## config.mk

```make
export PLATFORM = sky130hd
export DESIGN_NAME = median_five_deadzone_filter
export DESIGN_NICKNAME = d
export VERILOG_FILES = /design/src/rtl/mfdz_pkg.sv /design/src/rtl/mfdz_lane.sv /design/src/rtl/median_five_deadzone_filter.sv
export VERILOG_INCLUDE_DIRS = /design/src /design/src/rtl
export SDC_FILE = /design/constraint.sdc
export NUM_CORES = 1
export LEC_CHECK = 0
export ABC_AREA = 1
export ABC_CLOCK_PERIOD_IN_PS = 12290
export BUFFER_PORTS_ARGS = -buffer_cell sky130_fd_sc_hd__buf_4
export CORE_ASPECT_RATIO = 1.25
export CORE_MARGIN = 4
export CORE_UTILIZATION = 45
export CTS_BUF_LIST = sky130_fd_sc_hd__clkbuf_4 sky130_fd_sc_hd__clkbuf_8 sky130_fd_sc_hd__clkbuf_16
export CTS_CLUSTER_DIAMETER = 200
export DETAILED_ROUTE_END_ITERATION = 12
export MAX_ROUTING_LAYER = met4
export PLACE_DENSITY = 0.59
export SLEW_MARGIN = 10
export SYNTH_ARGS = -nofsm -noshare
export SYNTH_HDL_FRONTEND = slang
export SYNTH_SLANG_ARGS = --single-unit
export TNS_END_PERCENT = 1
```

## constraint.sdc

```tcl
create_clock -name clk -period 12.29 [get_ports clk]
set_input_delay 3.0725 -clock clk [delete_from_list [all_inputs] [get_ports clk]]
set_output_delay 3.0725 -clock clk [all_outputs]
set_load 0.03 [all_outputs]
```

## src/rtl/median_five_deadzone_filter_defines.svh

```systemverilog
// ----------------------------------------------------------------------------
// median_five_deadzone_filter_defines.svh
// Assertion macros shared by the median/deadzone filter RTL.
// ----------------------------------------------------------------------------
`ifndef MEDIAN_FIVE_DEADZONE_FILTER_DEFINES_SVH
`define MEDIAN_FIVE_DEADZONE_FILTER_DEFINES_SVH

`ifndef SYNTHESIS

// checked only outside reset
`define MFDZ_ASSERT(name, clk, rst_n, prop) \
	name: assert property (@(posedge clk) disable iff (!rst_n) prop) \
		else $error("%m: assertion failed");

// checked at every edge, reset included
`define MFDZ_ASSERT_ALWAYS(name, clk, prop) \
	name: assert property (@(posedge clk) prop) \
		else $error("%m: assertion failed");

`else

`define MFDZ_ASSERT(name, clk, rst_n, prop)
`define MFDZ_ASSERT_ALWAYS(name, clk, prop)

`endif

`endif

```

## src/rtl/mfdz_pkg.sv

```systemverilog
// ----------------------------------------------------------------------------
// mfdz_pkg
// Types and constants of the median-of-five deadzone filter.
// ----------------------------------------------------------------------------
`default_nettype none

package mfdz_pkg;

	localparam int ANGLE_W     = 16;
	localparam int THR_W       = 15;
	localparam int LANE_DEPTH  = 4;
	localparam int WIN         = LANE_DEPTH + 1;
	localparam int RANK_W      = $clog2(WIN);
	localparam int CFG_INDEX_W = 1;

	typedef logic signed [ANGLE_W-1:0] angle_t;
	typedef logic [THR_W-1:0]          thr_t;
	typedef logic [RANK_W-1:0]         rank_t;

	// middle of five sorted entries
	localparam rank_t MED_RANK = rank_t'(WIN / 2);

	// 0.15 deg in Q2.13 rad, truncated
	localparam thr_t DEADZONE_RESET = thr_t'(21);

	typedef enum logic [CFG_INDEX_W-1:0] {
		CFG_PITCH_DEADZONE = 1'b0,
		CFG_ROLL_DEADZONE  = 1'b1
	} cfg_index_t;

endpackage

`default_nettype wire

```

## src/rtl/mfdz_lane.sv

```systemverilog
// ----------------------------------------------------------------------------
// mfdz_lane
// One angle lane: four-sample history, median of five, symmetric deadzone.
// ----------------------------------------------------------------------------
`default_nettype none

module mfdz_lane (
	input  wire logic            clk,
	input  wire logic            arst_n,
	input  wire logic            advance,
	input  wire mfdz_pkg::angle_t sample,
	input  wire mfdz_pkg::thr_t  thr,
	output mfdz_pkg::angle_t     result
);
	import mfdz_pkg::*;

	angle_t            history_q [LANE_DEPTH];
	angle_t            win       [WIN];
	rank_t             rank      [WIN];
	angle_t            med;
	logic signed [ANGLE_W:0] med_ext;
	logic signed [ANGLE_W:0] thr_ext;
	logic signed [ANGLE_W:0] dz;

	// oldest sample at index 0
	always_ff @(posedge clk or negedge arst_n) begin
		if (!arst_n) begin
			for (int i = 0; i < LANE_DEPTH; i++) begin
				history_q[i] <= '0;
			end
		end else if (advance) begin
			for (int i = 0; i < LANE_DEPTH - 1; i++) begin
				history_q[i] <= history_q[i + 1];
			end
			history_q[LANE_DEPTH - 1] <= sample;
		end
	end

	always_comb begin
		for (int i = 0; i < LANE_DEPTH; i++) begin
			win[i] = history_q[i];
		end
		win[WIN - 1] = sample;
	end

	// rank by parallel compare, ties broken by position, so ranks are unique
	always_comb begin
		for (int i = 0; i < WIN; i++) begin
			rank[i] = '0;
			for (int j = 0; j < WIN; j++) begin
				if (j < i) begin
					if (win[j] <= win[i]) begin
						rank[i] = rank[i] + rank_t'(1);
					end
				end else if (j > i) begin
					if (win[j] < win[i]) begin
						rank[i] = rank[i] + rank_t'(1);
					end
				end
			end
		end
	end

	always_comb begin
		med = '0;
		for (int i = 0; i < WIN; i++) begin
			if (rank[i] == MED_RANK) begin
				med = win[i];
			end
		end
	end

	assign med_ext = {med[ANGLE_W-1], med};
	assign thr_ext = $signed({2'b00, thr});

	always_comb begin
		priority if (med_ext > thr_ext) begin
			dz = med_ext - thr_ext;
		end else if (med_ext < -thr_ext) begin
			dz = med_ext + thr_ext;
		end else begin
			dz = '0;
		end
	end

	// magnitude only shrinks, so the low bits carry the full result
	assign result = dz[ANGLE_W-1:0];

endmodule

`default_nettype wire

```

## src/rtl/median_five_deadzone_filter.sv

```systemverilog
// ----------------------------------------------------------------------------
// median_five_deadzone_filter
// Path: input register, one pass of compare/select/deadzone logic, then the
// result register. Throughput: one sample pair per cycle while the output
// is not stalled. The input register also absorbs one transaction while a
// result is stalled.
// Reset: asynchronous, clears both histories to zero, empties both stages and
// sets both deadzones to 21 LSB.
// ----------------------------------------------------------------------------
`default_nettype none

`include "median_five_deadzone_filter_defines.svh"

module median_five_deadzone_filter (
	input  wire logic              clk,
	input  wire logic              arst_n,

	input  wire logic              cfg_write,
	input  wire mfdz_pkg::cfg_index_t cfg_index,
	input  wire mfdz_pkg::thr_t    cfg_data,

	input  wire logic              in_valid,
	output logic                   in_stall,
	input  wire mfdz_pkg::angle_t  pitch_sample,
	input  wire mfdz_pkg::angle_t  roll_sample,

	output logic                   out_valid,
	input  wire logic              out_stall,
	output mfdz_pkg::angle_t       pitch_filtered,
	output mfdz_pkg::angle_t       roll_filtered
);
	import mfdz_pkg::*;

	thr_t   pitch_deadzone_q;
	thr_t   roll_deadzone_q;

	logic   valid_s1;
	angle_t pitch_s1;
	angle_t roll_s1;

	logic   out_valid_q;
	angle_t pitch_filtered_q;
	angle_t roll_filtered_q;

	logic   advance;
	logic   accept;
	angle_t pitch_result;
	angle_t roll_result;

	always_ff @(posedge clk or negedge arst_n) begin
		if (!arst_n) begin
			pitch_deadzone_q <= DEADZONE_RESET;
			roll_deadzone_q  <= DEADZONE_RESET;
		end else if (cfg_write) begin
			unique case (cfg_index)
				CFG_PITCH_DEADZONE: pitch_deadzone_q <= cfg_data;
				CFG_ROLL_DEADZONE:  roll_deadzone_q  <= cfg_data;
				default: ;
			endcase
		end
	end

	// stage 1 moves on whenever the result register is free or being drained
	assign advance  = valid_s1 && !(out_valid_q && out_stall);
	assign in_stall = valid_s1 && !advance;
	assign accept   = in_valid && !in_stall;

	always_ff @(posedge clk or negedge arst_n) begin
		if (!arst_n) begin
			valid_s1 <= 1'b0;
		end else if (accept || advance) begin
			valid_s1 <= accept;
		end
	end

	always_ff @(posedge clk) begin
		if (accept) begin
			pitch_s1 <= pitch_sample;
			roll_s1  <= roll_sample;
		end
	end

	mfdz_lane u_pitch_lane (
		.clk     (clk),
		.arst_n  (arst_n),
		.advance (advance),
		.sample  (pitch_s1),
		.thr     (pitch_deadzone_q),
		.result  (pitch_result)
	);

	mfdz_lane u_roll_lane (
		.clk     (clk),
		.arst_n  (arst_n),
		.advance (advance),
		.sample  (roll_s1),
		.thr     (roll_deadzone_q),
		.result  (roll_result)
	);

	always_ff @(posedge clk or negedge arst_n) begin
		if (!arst_n) begin
			out_valid_q <= 1'b0;
		end else if (advance) begin
			out_valid_q <= 1'b1;
		end else if (!out_stall) begin
			out_valid_q <= 1'b0;
		end
	end

	always_ff @(posedge clk) begin
		if (advance) begin
			pitch_filtered_q <= pitch_result;
			roll_filtered_q  <= roll_result;
		end
	end

	assign out_valid      = out_valid_q;
	assign pitch_filtered = pitch_filtered_q;
	assign roll_filtered  = roll_filtered_q;

	`MFDZ_ASSERT_ALWAYS(a_reset_empty, clk, !arst_n |-> !valid_s1 && !out_valid_q)
	`MFDZ_ASSERT(a_stall_needs_full_out, clk, arst_n, in_stall |-> valid_s1 && out_valid_q)
	`MFDZ_ASSERT(a_advance_fills_out, clk, arst_n, advance |=> out_valid_q)
	`MFDZ_ASSERT(a_out_from_stage1, clk, arst_n, $rose(out_valid_q) |-> $past(advance))
	`MFDZ_ASSERT(a_accept_fills_s1, clk, arst_n, accept |=> valid_s1)

endmodule

`default_nettype wire
```

# After elaboration in Yosys (flattened, before gate mapping)
# Index checks and enable logic that the tools add are counted.
# Widths: inputs -> output; s select.
dict set report totals {
  regBits 224
  in_bits 53
  out_inout_bits 34
  wordCells 174
}
dict set report classes {
  n_addsub 36
  n_lt_le_gt_ge 44
  n_eq_ne 11
  n_mux 56
  bitwise_logic 1
  n_reduce_logical 10
}
# operator count
set op_table {}
lappend op_table {{$le 16x16->1} 20}
lappend op_table {{$lt 16x16->1} 20}
lappend op_table {{$mux 16} 14}
lappend op_table {{$mux 3} 30}
lappend op_table {{$add 3x1->3 const B} 20}
lappend op_table {{$lt 16x17->1} 2}
lappend op_table {{$neg 15->17} 2}
lappend op_table {{$add 16x16->16} 2}
lappend op_table {{$gt 16x16->1} 2}
lappend op_table {{$sub 16x16->16} 2}
lappend op_table {{$eq 3x2->1 const B} 10}
lappend op_table {{$add 1x1->2 const B} 10}
lappend op_table {{$mux 1} 12}
lappend op_table {{$logic_and 1x1->1} 4}
lappend op_table {{$reduce_and 2->1} 2}
lappend op_table {{$logic_not 1->1} 3}
lappend op_table {{$ne 2x1->1 const B} 1}
lappend op_table {{$logic_or 1x1->1} 1}
lappend op_table {{$not 1->1} 1}

# Depth between registers and ports, before layout
# Gate-level depths: netlist of run 1.
dict set report logic_depth {
  depth_word 17
  mapped_depth 50
  mapped_depth_nobuf 48
}

# Hierarchy
# Synthesis of run 1 repeated with hierarchy kept, for this count alone.
dict set report hier_totals {
  cells_unflattened 3153
  area_unflattened_um2 23217.3
}
# mod n_inst cells_each area_each_um2 seq_area_each_um2
set by_module_without_submodules {}
lappend by_module_without_submodules {{mfdz_lane at u_roll_lane} 1 1477 10053.4 1601.5}
lappend by_module_without_submodules {{mfdz_lane at u_pitch_lane} 1 1469 9953.3 1601.5}
lappend by_module_without_submodules {median_five_deadzone_filter 1 207 3210.6 2730.1}

# Worst setup path before layout of run 1
# Ideal clock, no wire load.
dict set report synth_path {
  path_kind {in2out}
  from {in out_stall}
  to {out in_stall}
  arrival_time_ps 3586
  required_ps 9217
  path_slack_ps 5632
  cell_stages 2
  path_buffers 0
  cell_sequence {nand2_1 nor2_1}
}
dict set report synth_via {
  elab_chain_cells 5
}
# element line
set synth_lines {}
lappend synth_lines {{from (decl)} median_five_deadzone_filter.sv:28} ;# input wire logic out_stall,
lappend synth_lines {{$logic_and 1x1->1} median_five_deadzone_filter.sv:64} ;# assign advance = valid_s1 && !(out_valid_q && out_stall);
lappend synth_lines {{$logic_not 1->1} median_five_deadzone_filter.sv:64}
lappend synth_lines {{$logic_and 1x1->1} median_five_deadzone_filter.sv:64}
lappend synth_lines {{$logic_not 1->1} median_five_deadzone_filter.sv:65} ;# assign in_stall = valid_s1 && !advance;
lappend synth_lines {{$logic_and 1x1->1} median_five_deadzone_filter.sv:65}
lappend synth_lines {{to (decl)} median_five_deadzone_filter.sv:23} ;# output logic in_stall,
# Every way passes these cells.

# Final worst setup path of run 1
dict set report layout_path {
  from {reg u_pitch_lane.history_q[33] (netlist name)}
  to {reg pitch_filtered_q[15], in the netlist pitch_filtered[15] (data pin)}
}
dict set report layout_via {
  elab_chain_cells 17
  elab_cells_between_ends 53
  cone_classes {14 x add/sub; 10 x order compare; 5 x eq/ne; 24 x mux}
}
# element line
set layout_lines {}
lappend layout_lines {{from (decl)} mfdz_lane.sv:17} ;# angle_t history_q [LANE_DEPTH];
lappend layout_lines {{from (signal, indexed assignment)} mfdz_lane.sv:33} ;# history_q[i] <= history_q[i + 1];
lappend layout_lines {{from (signal, indexed assignment)} mfdz_lane.sv:35} ;# history_q[LANE_DEPTH - 1] <= sample;
lappend layout_lines {{$lt 16x16->1} mfdz_lane.sv:56} ;# if (win[j] < win[i]) begin
lappend layout_lines {{$mux 1} mfdz_lane.sv:56}
lappend layout_lines {{$add 1x1->2} mfdz_lane.sv:57} ;# rank[i] = rank[i] + rank_t'(1);
lappend layout_lines {{$mux 3} mfdz_lane.sv:56}
lappend layout_lines {{$add 3x1->3} mfdz_lane.sv:57}
lappend layout_lines {{$mux 3} mfdz_lane.sv:56}
lappend layout_lines {{$add 3x1->3} mfdz_lane.sv:57}
lappend layout_lines {{$mux 3} mfdz_lane.sv:56}
lappend layout_lines {{$eq 3x2->1} mfdz_lane.sv:67} ;# if (rank[i] == MED_RANK) begin
lappend layout_lines {{$mux 16 (4 in series)} mfdz_lane.sv:67}
lappend layout_lines {{$mux 16 (*)} mfdz_lane.sv:67}
lappend layout_lines {{$add 16x16->16 or $lt 16x17->1 (tied branches)} {mfdz_lane.sv:80, mfdz_lane.sv:79}}
lappend layout_lines {{$mux 16} mfdz_lane.sv:79} ;# end else if (med_ext < -thr_ext) begin
lappend layout_lines {{$mux 16 (*)} mfdz_lane.sv:77} ;# priority if (med_ext > thr_ext) begin
lappend layout_lines {{named net pitch_result[15]} median_five_deadzone_filter.sv:47} ;# angle_t pitch_result;
lappend layout_lines {{to (signal assigned)} median_five_deadzone_filter.sv:113} ;# pitch_filtered_q <= pitch_result;
lappend layout_lines {{to (decl)} median_five_deadzone_filter.sv:42} ;# angle_t pitch_filtered_q;
# Mark *: on every way through the listed nets, which the timed path passes. The rest lies on a longest branch.
# A chain may end at the register's enable or synchronous reset.

==> results by group, run 1 <==
Run status
  • Status: complete, no violations

Global route
  • Pin count of the biggest net entering global routing: 103
  • Vias in the first global route: roughly 21,000
  • Gr ovfl total: 0
  • First-pass GRT wire length: between 100 and 150 mm
  • GRT Resource Usage Total: a little over a quarter
  • Initial antenna violation count: 0

Worst setup path
  • Critical Path Start: u_pitch_lane.history_q[33]$_DFFE_PN0P_
  • Reg-to-reg startpoint: u_pitch_lane.history_q[33]$_DFFE_PN0P_
  • Worst EP required: roughly 13 ns
  • CP Capture Point: pitch_filtered[15]$_DFFE_PP_
  • Crit-path max FO: 29
  • CP Launch Type: flop
  • Worst R2R Path Depth: 45
  • R2R Setup Slk: between 3 and 4 ns
  • Most frequent CP cell: nand2_1
  • Kind of critical path: flop to flop
  • Crit path largest cell delay: just under 0.6 ns
  • Worst Path Buf+Inv: 6
  • Crit path depth: between 40 and 50
  • CP Data Arrival Time: between 8 and 9 ns
  • Crit end category: flop
  • CP top delay family: simple AND/OR/NAND/NOR gates
  • RR Endpoint: pitch_filtered[15]$_DFFE_PP_
  • Critical path's slowest cell: nand2_1

Floorplanning
  • Top Ports: a little under 90
  • Num rows: around 90
  • Die area: approximately 54,000 sq um
  • Core area: ~50,000 sq um
  • Chip Width: 209.1 microns
  • Die height: roughly 260 microns
  • Initial core utilization: a little under half

CTS
  • Setup Buffers After CTS: 0
  • Hold buffers post-CTS: 0
  • CTS tree: yes
  • Insertion delay to the later sink of the worst-skew pair: roughly 0.60 ns
  • CTS resizes: 0
  • Worst-path clk slew: 0.06 ns
  • Sink Count: 224
  • TritonCTS buffer count: 28
  • CTS max path bufs: 3
  • Max H-tree Level: 1
  • Root buf cell: clkbuf_16

Placed design
  • IO Port Bufs: between 80 and 90
  • Placer Congestion: between 1 and 1.5
  • Hpwl dp: 58.86 mm
  • Placed Instances: roughly 3,700

Synth
  • EDFF count, synth: between 60 and 70
  • Post-Synth Simple-Gate Area: 20.56%
  • Cells after Synth: 3,013
  • Mux share of post-synthesis cell area: 0%
  • Yosys reg bits: between 200 and 250
  • Mean area per synthesized cell: between 7 and 8 sq um
  • Post-synthesis sequential area ratio: between 20% and 30%
  • Largest family of logic cells by synthesized area: adder cells
  • Syn nets: around 3,500
  • FFs w/ async S/R, synth: 71.43%
  • Library cells used by synthesis: 59
  • Complex-gate fraction of the synthesized area: between 10% and 20%
  • Yosys Warn Count: 0
  • Top cell type's share of synthesized area: between 20% and 30%
  • Top_reg_cell synth: dfrtp_1
  • Mapped Area: about 23,000 sq um
  • Synth area leader: ha_1
  • Synth top area cells: ha_1, dfrtp_1, nand2_1, edfxtp_1, inv_1
  • Xor and xnor fraction of the mapped netlist area: 3.004%
  • Synth Area in Adders: about 25%

Cells and area
  • Nets@finish: ~3,600
  • Layout cells sized above 1: 7.470%
  • Post-Layout Cell Count: roughly 3,700
  • Diode count: 0
  • Syn-to-layout area delta: 9.117%

Route
  • DRT Pass-1 Iters: 6
  • Vias per inst: 5.551
  • DRC Markers: 0
  • DRT antenna net count: 0
  • Detailed-route via count: ~21,000
  • Drt total wl: 73.92 mm
  • Routed len/inst: ~20 microns
  • Initial DRC Count: about 1,200

Job
  • Total of max-cap violations: 0

Hold path
  • Worst hold path type: flop to flop

Timing
  • Clock skew: roughly 0.033 ns
  • Rel. slew slack: around 28%
  • Period Utilization, post-route: 67.51%
  • Setup TNS: 0 ns
  • RSZ-0062 raised after global routing: false
  • Worst Tran Pin Value: between 1 and 1.5 ns
  • Slew Viols, Final: 0
  • Final Hold Vio Count: 0
  • Tmin final: 8.297 ns
  • Endpoints failing setup: 0
  • Highest clock rate: between 100 and 150 MHz
stage by stage:
stage                     util [%]  hold WS [ns]  worst slack, ns  instance area, sq um
after floorplan                  -        0.4530            5.632                 22740
after global placement       48.14        0.4670            4.136                 23900
after detailed placement     48.14        0.4730            4.041                 23900
after CTS                    49.98        0.4882            4.043                 24810
after global routing         49.98        0.5101            3.307                 24810
final                        49.98        0.4853            3.993                 24810
sequential cells by signal (all words and copies together), names as in the netlist:
name,count
out_valid,1
pitch_deadzone_q,15
pitch_filtered,16
pitch_s1,16
roll_deadzone_q,15
roll_filtered,16
roll_s1,16
u_pitch_lane.history_q,64
u_roll_lane.history_q,64
valid_s1,1
cells in the mapped netlist, drive strengths merged, types with 38 or more instances:
master and number:
nand2 630, inv 459, ha 445, o21ai 322
a21oi 185, nor2 160, nand3 155, dfrtp 154
xor2 72, edfxtp 64, nand4 61, clkbuf 47
nor3 38
per-layer routing:
metal	vias to the layer above	track usage (%)	routed length, microns
met3	174	2.139	2285
met1	9720	30.63	29690
met5	-	-	0
met4	0	12.60	3938
met2	477	49.57	38010
li1	10333	-	-
worst min path at each step:
stage	start	depth (start not counted)	end
after detailed placement	u_roll_lane.history_q[34]$_DFFE_PN0P_	2	u_roll_lane.history_q[34]$_DFFE_PN0P_
final	u_roll_lane.history_q[46]$_DFFE_PN0P_	2	u_roll_lane.history_q[46]$_DFFE_PN0P_
after CTS	u_roll_lane.history_q[34]$_DFFE_PN0P_	2	u_roll_lane.history_q[34]$_DFFE_PN0P_
after floorplan	u_roll_lane.history_q[33]$_DFFE_PN0P_	2	u_roll_lane.history_q[33]$_DFFE_PN0P_
after global placement	u_roll_lane.history_q[34]$_DFFE_PN0P_	2	u_roll_lane.history_q[34]$_DFFE_PN0P_
after global routing	u_roll_lane.history_q[43]$_DFFE_PN0P_	2	u_roll_lane.history_q[43]$_DFFE_PN0P_
worst min-delay path, stage by stage, from the launching register on:
cell,delay [ns]
dfrtp_1,0.34
nand2_1,0.05
o21ai_0,0.06
kinds of logic (layout without fill, tap and decap cells):
group / count (synthesis) / in the layout
flops: 224 / 224
buf+inv: 536 / 602
simple gates: 1074 / 1074
xor+xnor: 78 / 78
compound gates: 652 / 652
fa+ha+maj: 449 / 449
layout make-up:
type | instances | area [sq um]
inverter | 459 | 1723
clock inverter | 11 | 90.09
tap | 651 | 814.5
multi-input combinational | 2253 | 14740
fill | 5030 | 24830
sequential | 224 | 5933
clock buffer | 41 | 823.3
timing repair buffer | 91 | 686.9
cell usage in the layout, fill, tap and decap left out, types with 9 or more instances in the layout:
| cell | n |
|---|---|
| a21oi_1 | 182 |
| a22oi_1 | 10 |
| o21ai_1 | 27 |
| buf_4 | 90 |
| o21bai_1 | 10 |
| clkbuf_4 | 9 |
| nand2_1 | 614 |
| o22ai_1 | 17 |
| o211ai_1 | 33 |
| nand3b_1 | 15 |
| inv_1 | 445 |
| edfxtp_1 | 64 |
| dfrtp_1 | 154 |
| inv_2 | 14 |
| xor2_1 | 72 |
| a211oi_1 | 11 |
| nand4_1 | 60 |
| a31oi_1 | 15 |
| nand3_1 | 147 |
| ha_1 | 445 |
| nand2_2 | 13 |
| clkbuf_16 | 28 |
| a21o_1 | 12 |
| nor3_1 | 36 |
| o21ai_2 | 22 |
| nor2_1 | 152 |
| o21ai_0 | 273 |
Power of run 1 is not shown: default switching activity piles up to over one toggle a cycle in this logic, so the estimate is an artifact.
==> run 2: changes to the inputs <==
Settings changed: ABC_AREA 1 to 0, ABC_CLOCK_PERIOD_IN_PS 12290 to 7600, PLACE_DENSITY 0.59 to 0.61.
Clock period 12.29 ns to 7.6 ns, I/O delays scaled along.
==> results by group, run 2 <==
Run status
  • Status: complete, but fails checks (was complete, no violations)
  • Failing checks: negative setup slack

Route
  • Initial DRC Count: 1,359 (was 1,196)
  • Drt total wl: 73.97 mm (was 73.92 mm)
  • DRT Pass-1 Iters: 6 (unchanged)
  • Routed len/inst: 20.35 microns (was 19.82 microns)
  • DRT antenna net count: 0 (unchanged)
  • Detailed-route via count: 20,926 (was 20,704)
  • Vias per inst: 5.757 (was 5.551)
  • DRC Markers: 0 (unchanged)

Floorplanning
  • Die height: 256.1 microns (was 259.3 microns)
  • Initial core utilization: 45.66% (was 45.81%)
  • Num rows: 90 (was 91)
  • Chip Width: 206.5 microns (was 209.1 microns)
  • Die area: 52,880 sq um (was 54,210 sq um)
  • Core area: 48,530 sq um (was 49,640 sq um)
  • Top Ports: 87 (unchanged)

CTS
  • CTS max path bufs: 3 (unchanged)
  • Worst-path clk slew: 0.06 ns (about the same)
  • Root buf cell: clkbuf_16 (unchanged)
  • Insertion delay to the later sink of the worst-skew pair: 0.58 ns (was 0.60 ns)
  • Max H-tree Level: 1 (unchanged)
  • Sink Count: 224 (unchanged)
  • Hold buffers post-CTS: 0 (unchanged)
  • TritonCTS buffer count: 28 (unchanged)
  • CTS tree: yes (unchanged)

Global route
  • GRT Resource Usage Total: 28.17% (was 27.34%)
  • Vias in the first global route: 21,281 (was 20,598)
  • Gr ovfl total: 0 (unchanged)
  • GR peak layer: met2 (unchanged)
  • First-pass GRT wire length: 115.2 mm (was 114.6 mm)
  • GR Util met2: 49.00% (was 49.57%)
  • Met3 usage: 2.395% (was 2.139%)
  • Initial antenna violation count: 0 (unchanged)
  • Met1 GRT Util: 32.04% (was 30.63%)
  • Pin count of the biggest net entering global routing: 188 (was 103)

Timing
  • Final Hold Vio Count: 0 (unchanged)
  • Highest clock rate: 125.0 MHz (was 120.5 MHz)
  • Worst setup margin: -0.4005 ns (was 3.993 ns)
  • Clock skew: 0.01362 ns (was 0.03304 ns)
  • Endpoints failing setup: 18 (was 0)
  • RSZ-0062 raised after global routing: true (was false)
  • Slew Viols, Final: 0 (unchanged)
  • Period Utilization, post-route: 105.3% (was 67.51%)
  • Rel. slew slack: 31.90% (was 27.66%)
  • Hold slack: 0.4839 ns (was 0.4853 ns)
  • Worst Tran Pin Value: 1.022 ns (was 1.082 ns)
  • Tmin final: 8.000 ns (was 8.297 ns)

Placed design
  • Hpwl dp: 59.89 mm (was 58.86 mm)
  • Dpl ws: -0.6859 ns (was 4.041 ns)
  • Placer Congestion: 0.9951 (was 1.005)
  • IO Port Bufs: 86 (unchanged)

Worst setup path
  • Crit path largest cell delay: 0.59 ns (was 0.58 ns)
  • Crit end category: flop (unchanged)
  • Reg-to-reg startpoint: u_roll_lane.history_q[17]$_DFFE_PN0P_ (was u_pitch_lane.history_q[33]$_DFFE_PN0P_)
  • R2R Setup Slk: -0.40 ns (was 3.99 ns)
  • Crit-path max FO: 5 (was 29)
  • Worst EP required: 7.92 ns (was 12.62 ns)
  • Worst Path Buf+Inv: 2 (was 6)
  • CP Data Arrival Time: 8.32 ns (was 8.63 ns)
  • Kind of critical path: flop to flop (unchanged)
  • CP Launch Type: flop (unchanged)
  • CP top delay family: compound AO/OA/AOI/OAI gates (was simple AND/OR/NAND/NOR gates)
  • RR Endpoint: roll_filtered[14]$_DFFE_PP_ (was pitch_filtered[15]$_DFFE_PP_)
  • Most frequent CP cell: o21a_1 (was nand2_1)
  • Critical path's slowest cell: mux4_2 (was nand2_1)
  • Worst R2R Path Depth: 36 (was 45)

Synth
  • FFs w/ async S/R, synth: 71.43% (unchanged)
  • Syn nets: 3,069 (was 3,515)
  • Mapped Area: 22,160 sq um (was 22,740 sq um)
  • Yosys Warn Count: 0 (unchanged)
  • Synth top cells by count: ha_1, nand2_1, inv_1, o21ai_0, dfrtp_1 (was nand2_1, inv_1, ha_1, o21ai_0, a21oi_1)
  • Cells after Synth: 2,567 (was 3,013)
  • Top-count cell post-synth: ha_1 (was nand2_1)
  • Top_reg_cell synth: dfrtp_1 (unchanged)
  • Synth area leader: ha_1 (unchanged)
  • EDFF count, synth: 64 (unchanged)
  • Top cell type's share of synthesized area: 25.13% (was 24.49%)
  • Synth top area cells: ha_1, dfrtp_1, edfxtp_1, o21ai_0, nand2_1 (was ha_1, dfrtp_1, nand2_1, edfxtp_1, inv_1)
  • Mean area per synthesized cell: 8.633 sq um (was 7.547 sq um)
  • Post-synthesis sequential area ratio: 26.77% (was 26.09%)
  • Library cells used by synthesis: 86 (was 59)
  • Yosys reg bits: 224 (unchanged)

Cells and area
  • Commonest non-fill, non-tap cells in the layout: ha_1, buf_4, nand2_1, inv_1, o21ai_0 (was nand2_1, inv_1, ha_1, o21ai_0, a21oi_1)
  • Syn-to-layout area delta: 22.83% (was 9.117%)
  • Final Util: 56.08% (was 49.98%)
  • Nets@finish: 3,471 (was 3,559)
  • Layout cells sized above 1: 21.13% (was 7.470%)
  • Most common cell after layout, fill and taps aside: ha_1 (was nand2_1)
  • Largest regs: u_pitch_lane.history_q: 64 flops, u_roll_lane.history_q: 64 flops (unchanged)
  • Diode count: 0 (unchanged)

Hold path
  • Hold Startpoint: valid_s1$_DFFE_PN0P_ (was u_roll_lane.history_q[46]$_DFFE_PN0P_)
  • Worst hold path type: flop to flop (unchanged)
  • WHS Path Cells: 1 (was 2)
  • WHS Endpoint: out_valid$_DFFE_PN0P_ (was u_roll_lane.history_q[46]$_DFFE_PN0P_)

Job
  • Total of max-cap violations: 0 (unchanged)
==> run 2: cell types whose count changed after synthesis, moves of 22 or more <==
cell / delta
a21o_1: +27
a21oi_1: -32
inv_1: -206
mux2_2: +50
nand2_1: -347
nand2b_1: +28
nand3_1: -80
nor2b_1: +45
o21a_1: +41
o21ai_0: -46
o21ai_2: -22
xnor2_1: +32
xor2_1: -58
==> run 2: routing by layer <==
metal	share of wire (%)	wire length, microns
met1	40	29690
met2	50	37020
met3	3.4	2484
met4	6.5	4779
met5	0	0
==> run 2: final cells by class <==
cell class | instances | area (sq um)
multi-input combinational | 2035 | 15330
fill | 4472 | 21320
tap | 644 | 805.8
timing repair buffer | 439 | 3336
clock buffer | 35 | 783.3
clock inverter | 17 | 130.1
sequential | 224 | 5933
inverter | 241 | 904.6
==> run 2: logic make-up (layout without fill, tap and decap cells) <==
logic type,Yosys count,after routing,share of synthesized area [%]
AO/OA/AOI/OAI,708,708,20.24
XOR/XNOR,52,52,2.055
adder cells (fa/ha/maj),449,449,25.49
buffers and inverters,308,732,5.313
flip-flops,224,224,26.77
multiplexers,73,73,3.693
AND/OR/NAND/NOR,753,753,16.44
==> run 2: worst reg2reg max path: cells and delay by family, from the launching register on <==
family / cells / cell delay (ns)
multiplexers: 1 / 0.59
adder cells (fa/ha/maj): 4 / 1.34
buffers and inverters: 2 / 0.33
AND/OR/NAND/NOR: 4 / 0.73
flip-flops: 1 / 0.41
XOR/XNOR: 2 / 0.30
AO/OA/AOI/OAI: 23 / 4.03
==> run 2: what timing repair did <==
| item | in CTS | in global routing |
|---|---|---|
| pin swaps | 5 | 11 |
| resized for setup | 38 | 27 |
| cloned | 0 | 0 |
| buffers inserted | 1 | 1 |
| setup endpoints to repair | 32 | 32 |
==> run 2: worst max-delay path by stage <==
stage	startpoint	endpoint	slack (ns)	cells past startpoint
after floorplan	u_roll_lane.history_q[17]$_DFFE_PN0P_	roll_filtered[11]$_DFFE_PP_	0.03	39
after global placement	u_roll_lane.history_q[17]$_DFFE_PN0P_	roll_filtered[3]$_DFFE_PP_	-0.57	37
after detailed placement	u_roll_lane.history_q[17]$_DFFE_PN0P_	roll_filtered[3]$_DFFE_PP_	-0.69	37
after CTS	u_roll_lane.history_q[17]$_DFFE_PN0P_	roll_filtered[3]$_DFFE_PP_	-0.42	35
after global routing	u_roll_lane.history_q[17]$_DFFE_PN0P_	roll_filtered[3]$_DFFE_PP_	-0.71	38
final	u_roll_lane.history_q[17]$_DFFE_PN0P_	roll_filtered[14]$_DFFE_PP_	-0.40	36
==> run 2: through the flow <==
| step | cell area (sq um) | instances | setup TNS (ns) |
|---|---|---|---|
| floorplan | 22200 | 2567 | 0 |
| CTS | 27110 | 3634 | -5.871 |
| global route | 27220 | 3635 | -15.92 |
| finish | 27220 | 3635 | -5.472 |
| detailed placement | 26040 | 3581 | -14.09 |
| global placement | 26040 | 3581 | -9.847 |
Power of run 2 is left out for the same reason.
